==> src/hdl/itf_pkg.sv <==
`timescale 1ns / 1ps
// itf_pkg: item types, conversion codes, ASCII constants and command/status
// structs shared by the integer text formatter. No dependencies.
package itf_pkg;

    // Input item: one conversion request
    typedef struct packed {
        logic [63:0] magnitude;
        logic        negative;
        logic [2:0]  conversion;
        logic        zero_fill;
        logic        left_justify;
        logic        plus_sign;
        logic        space_sign;
        logic        alternate;
        logic        width_valid;
        logic [5:0]  field_width;
        logic        has_precision;
        logic [5:0]  precision;
    } in_item_t;

    // Result item: one character of text
    typedef struct packed {
        logic [7:0] out_char;
        logic       last;
    } out_item_t;

    // Conversion kinds
    localparam logic [2:0] CONV_DEC  = 3'd0;
    localparam logic [2:0] CONV_OCT  = 3'd1;
    localparam logic [2:0] CONV_HEXL = 3'd2;
    localparam logic [2:0] CONV_HEXU = 3'd3;
    localparam logic [2:0] CONV_PTR  = 3'd4;
    localparam logic [2:0] CONV_CHAR = 3'd5;

    // ASCII characters
    localparam logic [7:0] CH_SPACE = 8'h20;
    localparam logic [7:0] CH_PLUS  = 8'h2B;
    localparam logic [7:0] CH_MINUS = 8'h2D;
    localparam logic [7:0] CH_ZERO  = 8'h30;
    localparam logic [7:0] CH_X_LO  = 8'h78;
    localparam logic [7:0] CH_X_UP  = 8'h58;
    localparam logic [7:0] CH_A_LO  = 8'h61;
    localparam logic [7:0] CH_A_UP  = 8'h41;

    // Controller to datapath commands
    typedef struct packed {
        logic load;
        logic conv_step;
        logic norm_step;
        logic plan;
        logic pad;
        logic emit;
    } cmd_t;

    // Datapath to controller status
    typedef struct packed {
        logic norm_done;
        logic last;
    } sts_t;

    // Map one digit value to its ASCII character
    function automatic logic [7:0] digit_char(input logic [3:0] d, input logic upper);
        logic [7:0] base;
        base = upper ? CH_A_UP : CH_A_LO;
        if (d < 4'd10) begin
            digit_char = CH_ZERO + {4'd0, d};
        end else begin
            digit_char = base + {4'd0, d} - 8'd10;
        end
    endfunction

endpackage

==> src/hdl/itf_ctrl.sv <==
`timescale 1ns / 1ps
// itf_ctrl: sequencing state machine of the integer text formatter.
// Depends on itf_pkg for the command and status structs and conversion codes.
module itf_ctrl #(
    parameter int VALUE_BITS = 64
) (
    input  logic              aclk,
    input  logic              aresetn,
    input  logic              s_valid,
    input  logic [2:0]        conversion,
    input  logic              m_ready,
    input  itf_pkg::sts_t     sts,
    output itf_pkg::cmd_t     cmd,
    output logic              s_ready,
    output logic              m_valid
);

    localparam int SW = $clog2(VALUE_BITS);

    typedef enum logic [2:0] {
        ST_IDLE,
        ST_CONV,
        ST_NORM,
        ST_PLAN,
        ST_PAD,
        ST_EMIT
    } state_t;

    state_t          state_reg, state_next;
    logic [SW-1:0]   step_reg, step_next;
    logic            s_ready_reg, s_ready_next;
    logic            m_valid_reg, m_valid_next;
    logic            accept;

    assign accept  = s_valid && s_ready_reg;
    assign s_ready = s_ready_reg;
    assign m_valid = m_valid_reg;

    // Issue commands for the current state
    always_comb begin
        cmd           = '0;
        cmd.load      = (state_reg == ST_IDLE) && accept;
        cmd.conv_step = (state_reg == ST_CONV);
        cmd.norm_step = (state_reg == ST_NORM) && !sts.norm_done;
        cmd.plan      = (state_reg == ST_PLAN);
        cmd.pad       = (state_reg == ST_PAD);
        cmd.emit      = (state_reg == ST_EMIT) && m_valid_reg && m_ready;
    end

    // Pick the next state
    always_comb begin
        state_next = state_reg;
        step_next  = step_reg;
        case (state_reg)
            ST_IDLE: begin
                if (accept) begin
                    case (conversion)
                        itf_pkg::CONV_DEC: begin
                            state_next = ST_CONV;
                            step_next  = SW'(VALUE_BITS - 1);
                        end
                        itf_pkg::CONV_OCT,
                        itf_pkg::CONV_HEXL,
                        itf_pkg::CONV_HEXU,
                        itf_pkg::CONV_PTR: state_next = ST_NORM;
                        itf_pkg::CONV_CHAR: state_next = ST_EMIT;
                        default: state_next = ST_IDLE;
                    endcase
                end
            end
            ST_CONV: begin
                if (step_reg == '0) begin
                    state_next = ST_NORM;
                end else begin
                    step_next = step_reg - 1'b1;
                end
            end
            ST_NORM: begin
                if (sts.norm_done) begin
                    state_next = ST_PLAN;
                end
            end
            ST_PLAN: state_next = ST_PAD;
            ST_PAD:  state_next = ST_EMIT;
            ST_EMIT: begin
                if (m_ready && sts.last) begin
                    state_next = ST_IDLE;
                end
            end
            default: state_next = ST_IDLE;
        endcase
        s_ready_next = (state_next == ST_IDLE);
        m_valid_next = (state_next == ST_EMIT);
    end

    // Hold state and registered handshake outputs
    always_ff @(posedge aclk) begin
        if (!aresetn) begin
            state_reg   <= ST_IDLE;
            step_reg    <= '0;
            s_ready_reg <= 1'b0;
            m_valid_reg <= 1'b0;
        end else begin
            state_reg   <= state_next;
            step_reg    <= step_next;
            s_ready_reg <= s_ready_next;
            m_valid_reg <= m_valid_next;
        end
    end

endmodule

==> src/hdl/itf_datapath.sv <==
`timescale 1ns / 1ps
// itf_datapath: digit register with binary-to-BCD shifter, digit normalizer,
// padding planner and character emitter. Depends on itf_pkg.
module itf_datapath #(
    parameter int VALUE_BITS = 64,
    parameter int MAX_FIELD  = 40
) (
    input  logic                 aclk,
    input  itf_pkg::in_item_t    s_item,
    input  itf_pkg::cmd_t        cmd,
    output itf_pkg::sts_t        sts,
    output itf_pkg::out_item_t   m_item
);

    // Octal needs the most digits, so size the digit register for it
    localparam int NDIG    = (VALUE_BITS + 2) / 3;
    localparam int DW      = NDIG * 4;
    localparam int MAX_OUT = MAX_FIELD + 3;
    localparam int CW      = $clog2(MAX_FIELD + NDIG + 4);
    localparam logic [5:0] FW_MAX = 6'(MAX_FIELD);

    logic [VALUE_BITS-1:0] val_reg, val_next;
    logic [DW-1:0]         dig_reg, dig_next;
    logic [CW-1:0]         len_reg, len_next;
    logic [7:0]            byte_reg, byte_next;
    logic                  char_mode_reg, char_mode_next;
    logic                  upper_reg, upper_next;
    logic                  hexpfx_reg, hexpfx_next;
    logic                  sign_pend_reg, sign_pend_next;
    logic [7:0]            sign_char_reg, sign_char_next;
    logic [1:0]            rad_reg, rad_next;
    logic                  zp_reg, zp_next;
    logic                  la_reg, la_next;
    logic [5:0]            fw_reg, fw_next;
    logic [5:0]            prec_reg, prec_next;
    logic [CW-1:0]         lz_reg, lz_next;
    logic [CW-1:0]         total_reg, total_next;
    logic [CW-1:0]         lsp_reg, lsp_next;
    logic [CW-1:0]         left_reg, left_next;

    logic [VALUE_BITS-1:0] val_m;
    logic [DW-1:0]         dig_load;
    logic [DW-1:0]         dig_adj;
    logic [3:0]            top_dig;
    logic [2:0]            conv;
    logic                  is_dec, is_oct, is_ptr, is_hex, is_char;
    logic                  alt_eff;
    logic [5:0]            fw_sat, prec_sat, prec_e;
    logic [CW-1:0]         prec_ext, fw_ext, lz_calc, pad, span;
    logic [7:0]            cur_char;

    assign val_m   = s_item.magnitude[VALUE_BITS-1:0];
    assign conv    = s_item.conversion;
    assign is_dec  = (conv == itf_pkg::CONV_DEC);
    assign is_oct  = (conv == itf_pkg::CONV_OCT);
    assign is_ptr  = (conv == itf_pkg::CONV_PTR);
    assign is_char = (conv == itf_pkg::CONV_CHAR);
    assign is_hex  = (conv == itf_pkg::CONV_HEXL) || (conv == itf_pkg::CONV_HEXU) || is_ptr;
    assign alt_eff = is_ptr || (s_item.alternate && !is_dec);
    assign fw_sat   = (s_item.field_width > FW_MAX) ? FW_MAX : s_item.field_width;
    assign prec_sat = (s_item.precision > FW_MAX) ? FW_MAX : s_item.precision;
    assign top_dig  = dig_reg[DW-1 -: 4];
    assign prec_ext = CW'(prec_reg);
    assign fw_ext   = CW'(fw_reg);

    // Octal drops one digit of precision when it carries the 0 prefix
    always_comb begin
        prec_e = s_item.has_precision ? prec_sat : 6'd0;
        if (alt_eff && is_oct && (prec_e != 6'd0)) begin
            prec_e = prec_e - 6'd1;
        end
    end

    // Split the value into digit slots: three bits for octal, four for hex
    always_comb begin
        dig_load = '0;
        for (int i = 0; i < NDIG; i++) begin
            if (is_oct) begin
                dig_load[4*i +: 4] = {1'b0, 3'(val_m >> (3*i))};
            end else if (is_hex) begin
                dig_load[4*i +: 4] = 4'(val_m >> (4*i));
            end
        end
    end

    // Add three to every BCD digit of five or more before the shift
    always_comb begin
        for (int i = 0; i < NDIG; i++) begin
            dig_adj[4*i +: 4] = (dig_reg[4*i +: 4] >= 4'd5) ?
                                dig_reg[4*i +: 4] + 4'd3 : dig_reg[4*i +: 4];
        end
    end

    // Planning arithmetic
    assign lz_calc = (prec_ext > len_reg) ? prec_ext - len_reg : '0;
    assign pad     = (fw_ext > total_reg) ? fw_ext - total_reg : '0;
    assign span    = (fw_ext > total_reg) ? fw_ext : total_reg;

    // Select the character of the first segment still pending
    always_comb begin
        if (lsp_reg != '0) begin
            cur_char = itf_pkg::CH_SPACE;
        end else if (sign_pend_reg) begin
            cur_char = sign_char_reg;
        end else if (rad_reg == 2'd2) begin
            cur_char = itf_pkg::CH_ZERO;
        end else if (rad_reg == 2'd1) begin
            if (hexpfx_reg) begin
                cur_char = upper_reg ? itf_pkg::CH_X_UP : itf_pkg::CH_X_LO;
            end else begin
                cur_char = itf_pkg::CH_ZERO;
            end
        end else if (lz_reg != '0) begin
            cur_char = itf_pkg::CH_ZERO;
        end else if (len_reg != '0) begin
            cur_char = char_mode_reg ? byte_reg : itf_pkg::digit_char(top_dig, upper_reg);
        end else begin
            cur_char = itf_pkg::CH_SPACE;
        end
    end

    assign m_item.out_char = cur_char;
    assign m_item.last     = sts.last;
    assign sts.last        = (left_reg == CW'(1));
    assign sts.norm_done   = (top_dig != 4'd0) || (len_reg == CW'(1));

    // Next-state logic of the datapath registers
    always_comb begin
        val_next       = val_reg;
        dig_next       = dig_reg;
        len_next       = len_reg;
        byte_next      = byte_reg;
        char_mode_next = char_mode_reg;
        upper_next     = upper_reg;
        hexpfx_next    = hexpfx_reg;
        sign_pend_next = sign_pend_reg;
        sign_char_next = sign_char_reg;
        rad_next       = rad_reg;
        zp_next        = zp_reg;
        la_next        = la_reg;
        fw_next        = fw_reg;
        prec_next      = prec_reg;
        lz_next        = lz_reg;
        total_next     = total_reg;
        lsp_next       = lsp_reg;
        left_next      = left_reg;

        if (cmd.load) begin
            // Capture the request with flags resolved per conversion kind
            val_next       = val_m;
            dig_next       = dig_load;
            len_next       = is_char ? CW'(1) : CW'(NDIG);
            byte_next      = s_item.magnitude[7:0];
            char_mode_next = is_char;
            upper_next     = (conv == itf_pkg::CONV_HEXU);
            hexpfx_next    = is_hex;
            sign_char_next = itf_pkg::CH_SPACE;
            sign_pend_next = 1'b0;
            if (!is_ptr && !is_char) begin
                if (s_item.negative) begin
                    sign_char_next = itf_pkg::CH_MINUS;
                    sign_pend_next = 1'b1;
                end else if (s_item.plus_sign) begin
                    sign_char_next = itf_pkg::CH_PLUS;
                    sign_pend_next = 1'b1;
                end else if (s_item.space_sign) begin
                    sign_pend_next = 1'b1;
                end
            end
            if (!alt_eff || is_char) begin
                rad_next = 2'd0;
            end else if (is_oct) begin
                rad_next = 2'd1;
            end else begin
                rad_next = 2'd2;
            end
            zp_next   = s_item.zero_fill && !is_ptr && !s_item.has_precision
                        && !s_item.left_justify;
            la_next   = s_item.left_justify && !is_ptr;
            fw_next   = s_item.width_valid ? fw_sat : 6'd0;
            prec_next = prec_e;
            lz_next   = '0;
            lsp_next  = '0;
            left_next = CW'(1);
        end else if (cmd.conv_step) begin
            // Shift one value bit into the BCD digits
            dig_next = {dig_adj[DW-2:0], val_reg[VALUE_BITS-1]};
            val_next = val_reg << 1;
        end else if (cmd.norm_step) begin
            // Drop one leading zero digit
            dig_next = dig_reg << 4;
            len_next = len_reg - CW'(1);
        end else if (cmd.plan) begin
            lz_next    = lz_calc;
            total_next = CW'(sign_pend_reg) + CW'(rad_reg) + lz_calc + len_reg;
        end else if (cmd.pad) begin
            // Width padding goes to zeros or left spaces; right spaces
            // fall out of the character count
            if (!la_reg && zp_reg) begin
                lz_next = lz_reg + pad;
            end else if (!la_reg) begin
                lsp_next = pad;
            end
            left_next = (span > CW'(MAX_OUT)) ? CW'(MAX_OUT) : span;
        end else if (cmd.emit) begin
            // Advance the pending segment
            left_next = left_reg - CW'(1);
            if (lsp_reg != '0) begin
                lsp_next = lsp_reg - CW'(1);
            end else if (sign_pend_reg) begin
                sign_pend_next = 1'b0;
            end else if (rad_reg != 2'd0) begin
                rad_next = rad_reg - 2'd1;
            end else if (lz_reg != '0) begin
                lz_next = lz_reg - CW'(1);
            end else if (len_reg != '0) begin
                len_next = len_reg - CW'(1);
                dig_next = dig_reg << 4;
            end
        end
    end

    // Hold the datapath registers
    always_ff @(posedge aclk) begin
        val_reg       <= val_next;
        dig_reg       <= dig_next;
        len_reg       <= len_next;
        byte_reg      <= byte_next;
        char_mode_reg <= char_mode_next;
        upper_reg     <= upper_next;
        hexpfx_reg    <= hexpfx_next;
        sign_pend_reg <= sign_pend_next;
        sign_char_reg <= sign_char_next;
        rad_reg       <= rad_next;
        zp_reg        <= zp_next;
        la_reg        <= la_next;
        fw_reg        <= fw_next;
        prec_reg      <= prec_next;
        lz_reg        <= lz_next;
        total_reg     <= total_next;
        lsp_reg       <= lsp_next;
        left_reg      <= left_next;
    end

endmodule

==> src/hdl/integer_text_formatter.sv <==
`timescale 1ns / 1ps
// integer_text_formatter: top level, joins the controller and the datapath.
// Depends on itf_pkg, itf_ctrl and itf_datapath.
//
//   channel   ports                       payload                 direction
//   request   s_valid s_ready s_item      itf_pkg::in_item_t      in
//   text      m_valid m_ready m_item      itf_pkg::out_item_t     out
//
// One request at a time. After the accepting edge, decimal converts the value by
// shift-and-add-3 in the BCD digit register. Every numeric kind then drops
// leading zero digits (up to (VALUE_BITS+2)/3 - 1) until it finds the leading
// digit, runs the plan and pad steps, and emits its characters (at most
// MAX_FIELD+3). Char goes straight to its one character. The next request is
// taken the cycle after the last character goes out. Reset is synchronous;
// m_ready low holds the current character.
module integer_text_formatter #(
    parameter int VALUE_BITS = 64,
    parameter int MAX_FIELD  = 40
) (
    input  logic                 aclk,
    input  logic                 aresetn,
    input  logic                 s_valid,
    output logic                 s_ready,
    input  itf_pkg::in_item_t    s_item,
    output logic                 m_valid,
    input  logic                 m_ready,
    output itf_pkg::out_item_t   m_item
);

    itf_pkg::cmd_t cmd;
    itf_pkg::sts_t sts;

    itf_ctrl #(
        .VALUE_BITS (VALUE_BITS)
    ) u_ctrl (
        .aclk       (aclk),
        .aresetn    (aresetn),
        .s_valid    (s_valid),
        .conversion (s_item.conversion),
        .m_ready    (m_ready),
        .sts        (sts),
        .cmd        (cmd),
        .s_ready    (s_ready),
        .m_valid    (m_valid)
    );

    itf_datapath #(
        .VALUE_BITS (VALUE_BITS),
        .MAX_FIELD  (MAX_FIELD)
    ) u_datapath (
        .aclk   (aclk),
        .s_item (s_item),
        .cmd    (cmd),
        .sts    (sts),
        .m_item (m_item)
    );

    // Never take a request while text is still going out
    a_no_overlap: assert property (@(posedge aclk) disable iff (!aresetn)
        !(s_ready && m_valid))
        else $error("request port open while text is pending");

    // Return to accepting right after the final character
    a_ready_after_last: assert property (@(posedge aclk) disable iff (!aresetn)
        m_valid && m_ready && m_item.last |=> s_ready)
        else $error("not ready after final character");

    // A char request yields one character, marked last, on the next cycle
    a_char_single: assert property (@(posedge aclk) disable iff (!aresetn)
        s_valid && s_ready && (s_item.conversion == itf_pkg::CONV_CHAR)
        |=> m_valid && m_item.last)
        else $error("char request did not produce a single final character");

    // An unknown conversion is dropped without text
    a_unknown_drop: assert property (@(posedge aclk) disable iff (!aresetn)
        s_valid && s_ready && (s_item.conversion > itf_pkg::CONV_CHAR)
        |=> s_ready && !m_valid)
        else $error("unknown conversion produced text");

endmodule
==> config.mk <==
export PLATFORM = sky130hd
export DESIGN_NAME = integer_text_formatter
export DESIGN_NICKNAME = d
export VERILOG_FILES = /design/src/hdl/itf_pkg.sv /design/src/hdl/itf_ctrl.sv /design/src/hdl/itf_datapath.sv /design/src/hdl/integer_text_formatter.sv
export SDC_FILE = /design/constraint.sdc
export NUM_CORES = 1
export LEC_CHECK = 0
export BUFFER_PORTS_ARGS = -buffer_cell sky130_fd_sc_hd__buf_2
export CAP_MARGIN = 40
export CORE_MARGIN = 8
export CORE_UTILIZATION = 55
export DETAILED_ROUTE_END_ITERATION = 8
export GPL_TIMING_DRIVEN = 0
export MAX_ROUTING_LAYER = met4
export PLACE_DENSITY = 0.77
export SYNTH_ARGS = -nofsm -noshare
export SYNTH_HDL_FRONTEND = slang
export SYNTH_SLANG_ARGS = --single-unit
==> constraint.sdc <==
create_clock -name aclk -period 4.7 [get_ports aclk]
set_clock_uncertainty 0.05 [all_clocks]
set_input_delay 0.705 -clock aclk [delete_from_list [all_inputs] [get_ports aclk]]
set_output_delay 0.705 -clock aclk [all_outputs]
set_load 0.01 [all_outputs]
# Yosys cells after proc, flatten, opt, wreduce, memory -nomap -nowiden
# Cells that the tools add are included.
dict set report op_classes {
  reduce_logical 62
  order_cmp 28
  n_bitwise 6
  eq_ne 42
  n_mux 153
  addsub 38
}
# op n
set ops {}
lappend ops {{$mux 88} 11}
lappend ops {{$mux 4} 55}
lappend ops {{$mux 7} 30}
lappend ops {{$mux 64} 2}
lappend ops {{$ge 4x3->1 const B} 22}
lappend ops {{$add 4x2->4 const B} 21}
lappend ops {{$mux 8} 9}
lappend ops {{$mux 6} 9}
lappend ops {{$mux 3} 10}
lappend ops {{$sub 7x1->7 const B} 4}
lappend ops {{$reduce_and 8->1} 3}
lappend ops {{$mux 2} 11}
lappend ops {{$add 7x7->7} 3}
lappend ops {{$ne 3x3->1 const B} 7}
lappend ops {{$reduce_bool 7->1} 3}
lappend ops {{$pmux 3 s6} 1}
lappend ops {{$ne 4x4->1 const B} 4}
lappend ops {{$eq 3x3->1 const B} 5}
lappend ops {{$logic_and 1x1->1} 15}
lappend ops {{$eq 7x1->1 const B} 2}
lappend ops {{$gt 6x7->1} 2}
lappend ops {{$reduce_bool 2->1} 7}
lappend ops {{$sub 6x7->7} 2}
lappend ops {{$eq 3x2->1 const B} 4}
lappend ops {{35 further kinds} 87}
dict set report word_totals {
  word_cells 353
  output_inout_bits 11
  ff_bits 234
}

# Longest topological paths before layout
dict set report logic_depth {
  depth_word 12
  depth_mapped 16
}

# Modules after synthesis
# Synthesis repeated with hierarchy kept, for this count alone.
dict set report hier_totals {
  cells_unflattened 1488
  area_unflattened_um2 14585.2
}
# module seq_area_each_um2 area_each_um2 n_inst cells_each
set modules_own_cells {}
lappend modules_own_cells {itf_datapath 6336.1 13955.9 1 1417}
lappend modules_own_cells {itf_ctrl 220.2 629.4 1 71}

# Least setup slack after synthesis
# OpenSTA, ideal clock, no wires.
dict set report synth_path {
  path_type {register to register}
  startpoint {register u_datapath.lsp_reg[0]}
  endpoint {register u_datapath.dig_reg[0], enable pin}
  synth_period_minus_slack_ps 4565
  setup_slack_ps 135
  required_time_ps 4188
  arrival_time_ps 4053
  path_stages_with_launch 8
  setup_time_ps 462
  cell_sequence {dfxtp_1 -> inv_1 -> ha_1 -> nand2b_1 -> or3b_1 -> or3_1 -> o211ai_1 -> nand2b_1}
}
dict set report synth_between {
  elab_chain_len 3
}
# item line_no
set synth_lines {}
lappend synth_lines {{start: declaration} itf_datapath.sv:38} ;# logic [CW-1:0] lsp_reg, lsp_next;
lappend synth_lines {{start signal: assignment} itf_datapath.sv:241} ;# lsp_reg <= lsp_next;
lappend synth_lines {{$reduce_bool 7->1} itf_datapath.sv:208} ;# if (lsp_reg != '0) begin
lappend synth_lines {{$ne 4x4->1 (no line)} --}
lappend synth_lines {{$reduce_and 8->1 (no line)} --}
lappend synth_lines {{end signal: assignment} itf_datapath.sv:226} ;# dig_reg <= dig_next;
lappend synth_lines {{end: declaration} itf_datapath.sv:23} ;# logic [DW-1:0] dig_reg, dig_next;
# Every way passes these cells.
# A chain may end at the register's enable or synchronous reset.

==> flow_summary_export.csv <==
group,metric,value,unit
run_status,outcome,"finished, final reports clean",
detailed_routing,antenna_left,0,
logic_synthesis,seq_area_frac_synth,45.4,%
clock_tree,cts-root-buf,"clkbuf_16",
floorplanning,fp.dieW,178,µm
clock_tree,cts_buffers,25,
logic_synthesis,synth_ff_type,"edfxtp_1",
floorplanning,dieArea,31700,µm²
setup_path,critPathRequiredTime,3.94,ns
placed_design,placed_area,15500,µm²
clock_tree,cts_buffer_depth,3,
detailed_routing,drcViolationCount,0,
timing,max_freq,0.258,GHz
final_layout,final.fill_count,2163,
placed_design,io_buffers,101,
power_and_ir_drop,peakVddDrop,0.406,mV
logic_synthesis,async_flop_share,0,%
detailed_routing,drt_wl_total,41700,µm
detailed_routing,num_vias,12800,
timing,setup-violations-final,0,
floorplanning,fp.dieH,178,µm
floorplanning,num_rows,59,
final_layout,mostFrequentLayoutCell,"nand2_1",
clock_tree,hold_buffers,0,
global_routing,grt_pass1_wl,65300,µm
logic_synthesis,synth_cell_type_count,77,
detailed_routing,drt_iter0_drc,1733,
timing,relSlewSlack,42.3,%
job,drv_cap,0,
global_routing,grt_overflow,0,
global_routing,grt_max_degree,46,
placed_design,place_congestion,0.917,
logic_synthesis,synth_area_per_cell,9.40,µm²
timing,rsz0062_at_grt,"no",
placed_design,place_ws,0.817,ns
global_routing,grt_pass1_vias,12200,
final_layout,post-route-cell-area,16300,µm²
global_routing,antenna_found_initial,1,
clock_tree,clk_pin_slew,0.06,ns
setup_path,worstSetupPathType,"flop to primary output",
logic_synthesis,synth-simple-area-share,17.5,%
logic_synthesis,synth_edf_count,197,
clock_tree,postCtsSetupRepairBufs,0,
logic_synthesis,synthXorXnorAreaFrac,3.22,%
logic_synthesis,synth_fp_nets,1719,
final_layout,utilization,62.8,%
logic_synthesis,syn_inst,1536,
clock_tree,clk_latency,0.54,ns
floorplanning,initial_core_util,55.7,%
setup_path,path_max_fanout,5,
logic_synthesis,synth_top_family_by_area,"compound AO/OA/AOI/OAI gates",
global_routing,grtUsageTotal,26.6,%
setup_path,end_kind,"primary output",
detailed_routing,drt_pre_antenna_iters,8,
detailed_routing,avgViaCountPerCell,6.30,
timing,setup_ws,0.820,ns
clock_tree,clock_sink_count,229,
logic_synthesis,netlist_area,14400,µm²
timing,worst_slew_pin_slew,0.866,ns
logic_synthesis,synthMuxAreaShare,0.624,%
worst_hold_path,hold_path.class,"input port to flop",
logic_synthesis,ys_warn_count,0,
setup_path,cp-start-kind,"flop",
timing,slew_viol_final,0,
logic_synthesis,synth-compound-area-share,20.4,%
setup_path,arrival,3.12,ns
clock_tree,post_cts_resized,0,
final_layout,drive_gt1_share,9.59,%
floorplanning,core,25900,µm²
logic_synthesis,ys_ff_latch,229,
detailed_routing,drt-wirelength-per-cell,20.6,µm
timing,finalHoldViolCount,0,
clock_tree,cts_max_level,1,
final_layout,nets,1853,
final_layout,largest_reg_flops,88,
placed_design,dp_hpwl,30000,µm
power_and_ir_drop,power.leakage,6.36,nW
timing,min_period,3.88,ns
timing,post-route-period-util,82.5,%
final_layout,final_cell_mix,"nand2_1, edfxtp_1, o21ai_0",
final_layout,synthToLayoutAreaGrowth,12.7,%
floorplanning,num_io_pins,102,
logic_synthesis,yosys.area_share.adder,8.34,%
clock_tree,cts_tree,"yes",
power_and_ir_drop,powerDensity,653,nW/µm²
Yosys cell counts, types with 6 or more instances:
master	count	area, µm²
nand2_1	262	983
edfxtp_1	197	5920
o21ai_0	129	646
a21oi_1	98	490
inv_1	94	353
ha_1	85	1060
a22oi_1	83	623
clkbuf_1	64	240
nor2_1	62	233
xnor2_1	42	368
nor3b_1	38	285
a211oi_1	34	255
dfxtp_1	32	641
nor3_1	32	160
nand2b_1	29	181
nor2b_1	25	156
a31oi_1	22	138
a21o_1	17	128
nand3_1	14	70.1
xor2_1	11	96.3
and3_1	10	62.6
or3_1	10	62.6
and2_1	9	56.3
mux2i_1	9	90.1
a221oi_1	8	70.1
o211ai_1	8	60.1
fa_1	7	140
a32oi_1	6	52.6
through the flow:
stage	power [mW]	hold WS, ns	cells	setup TNS (ns)
finish	10.6	0.326	2026	0
floorplan	7.19	0.404	1536	0
global placement	8.38	0.421	1972	-138.20
detailed placement	8.56	0.434	1977	0
global route	11.3	0.316	2025	0
CTS	10.6	0.309	2023	0
final cells by class:
| class | count | area (µm²) | share of cell area [%] |
|---|---|---|---|
| Sequential cell | 229 | 6560 | 40.3 |
| Clock inverter | 8 | 70.1 | 0.431 |
| Clock buffer | 38 | 737 | 4.53 |
| Buffer | 72 | 285 | 1.75 |
| Tap cell | 335 | 419 | 2.58 |
| Multi-Input combinational cell | 1138 | 7230 | 44.5 |
| Timing Repair Buffer | 107 | 597 | 3.67 |
| Antenna cell | 2 | 5.00 | 0.0308 |
| Inverter | 97 | 367 | 2.25 |
power by group:
part,leakage (nW),switching (mW),internal [mW]
clock,0.392,0.818,1.14
sequential,2.10,0.587,3.38
combinational,3.87,2.92,1.79
total,6.36,4.32,6.31
path summary, 6_finish.rpt:
| path | startpoint | end | slack (ns) | cells after the start |
|---|---|---|---|---|
| max | u_datapath.lz_reg[5] | m_item[3] | 0.82 | 7 |
| min | s_item[24] | u_datapath.byte_reg[1] | 0.33 | 1 |
| max reg2reg | u_datapath.fw_reg[4] | u_datapath.lz_reg[6] | 0.87 | 15 |
| min reg2reg | u_datapath.lsp_reg[1] | u_datapath.lsp_reg[1] | 0.45 | 2 |
critical path, cell delays in order (launching register included):
cell	delay (ns)
dfxtp_1	0.32
or4_1	0.55
nor4_2	0.42
and3b_1	0.33
nand2b_1	0.10
or4_1	0.54
a21oi_1	0.18
buf_2	0.16
metal layers:
layer	wire length [µm]	part of all wire (%)	global-route usage (%)
met3	4220	10	3.54
met4	1410	3.4	9.07
met1	16900	41	35.3
met5	0	0	-
met2	19100	46	41.5
cells by family (layout without fill, tap and decap cells):
logic type | count (synthesis) | in the layout
AO/OA/AOI/OAI | 458 | 458
buffers and inverters | 169 | 322
multiplexers | 9 | 9
AND/OR/NAND/NOR | 526 | 526
flip-flops | 229 | 229
adder cells (fa/ha/maj) | 92 | 92
XOR/XNOR | 53 | 53
other | 0 | 2
(Power assumes the default switching activity.)
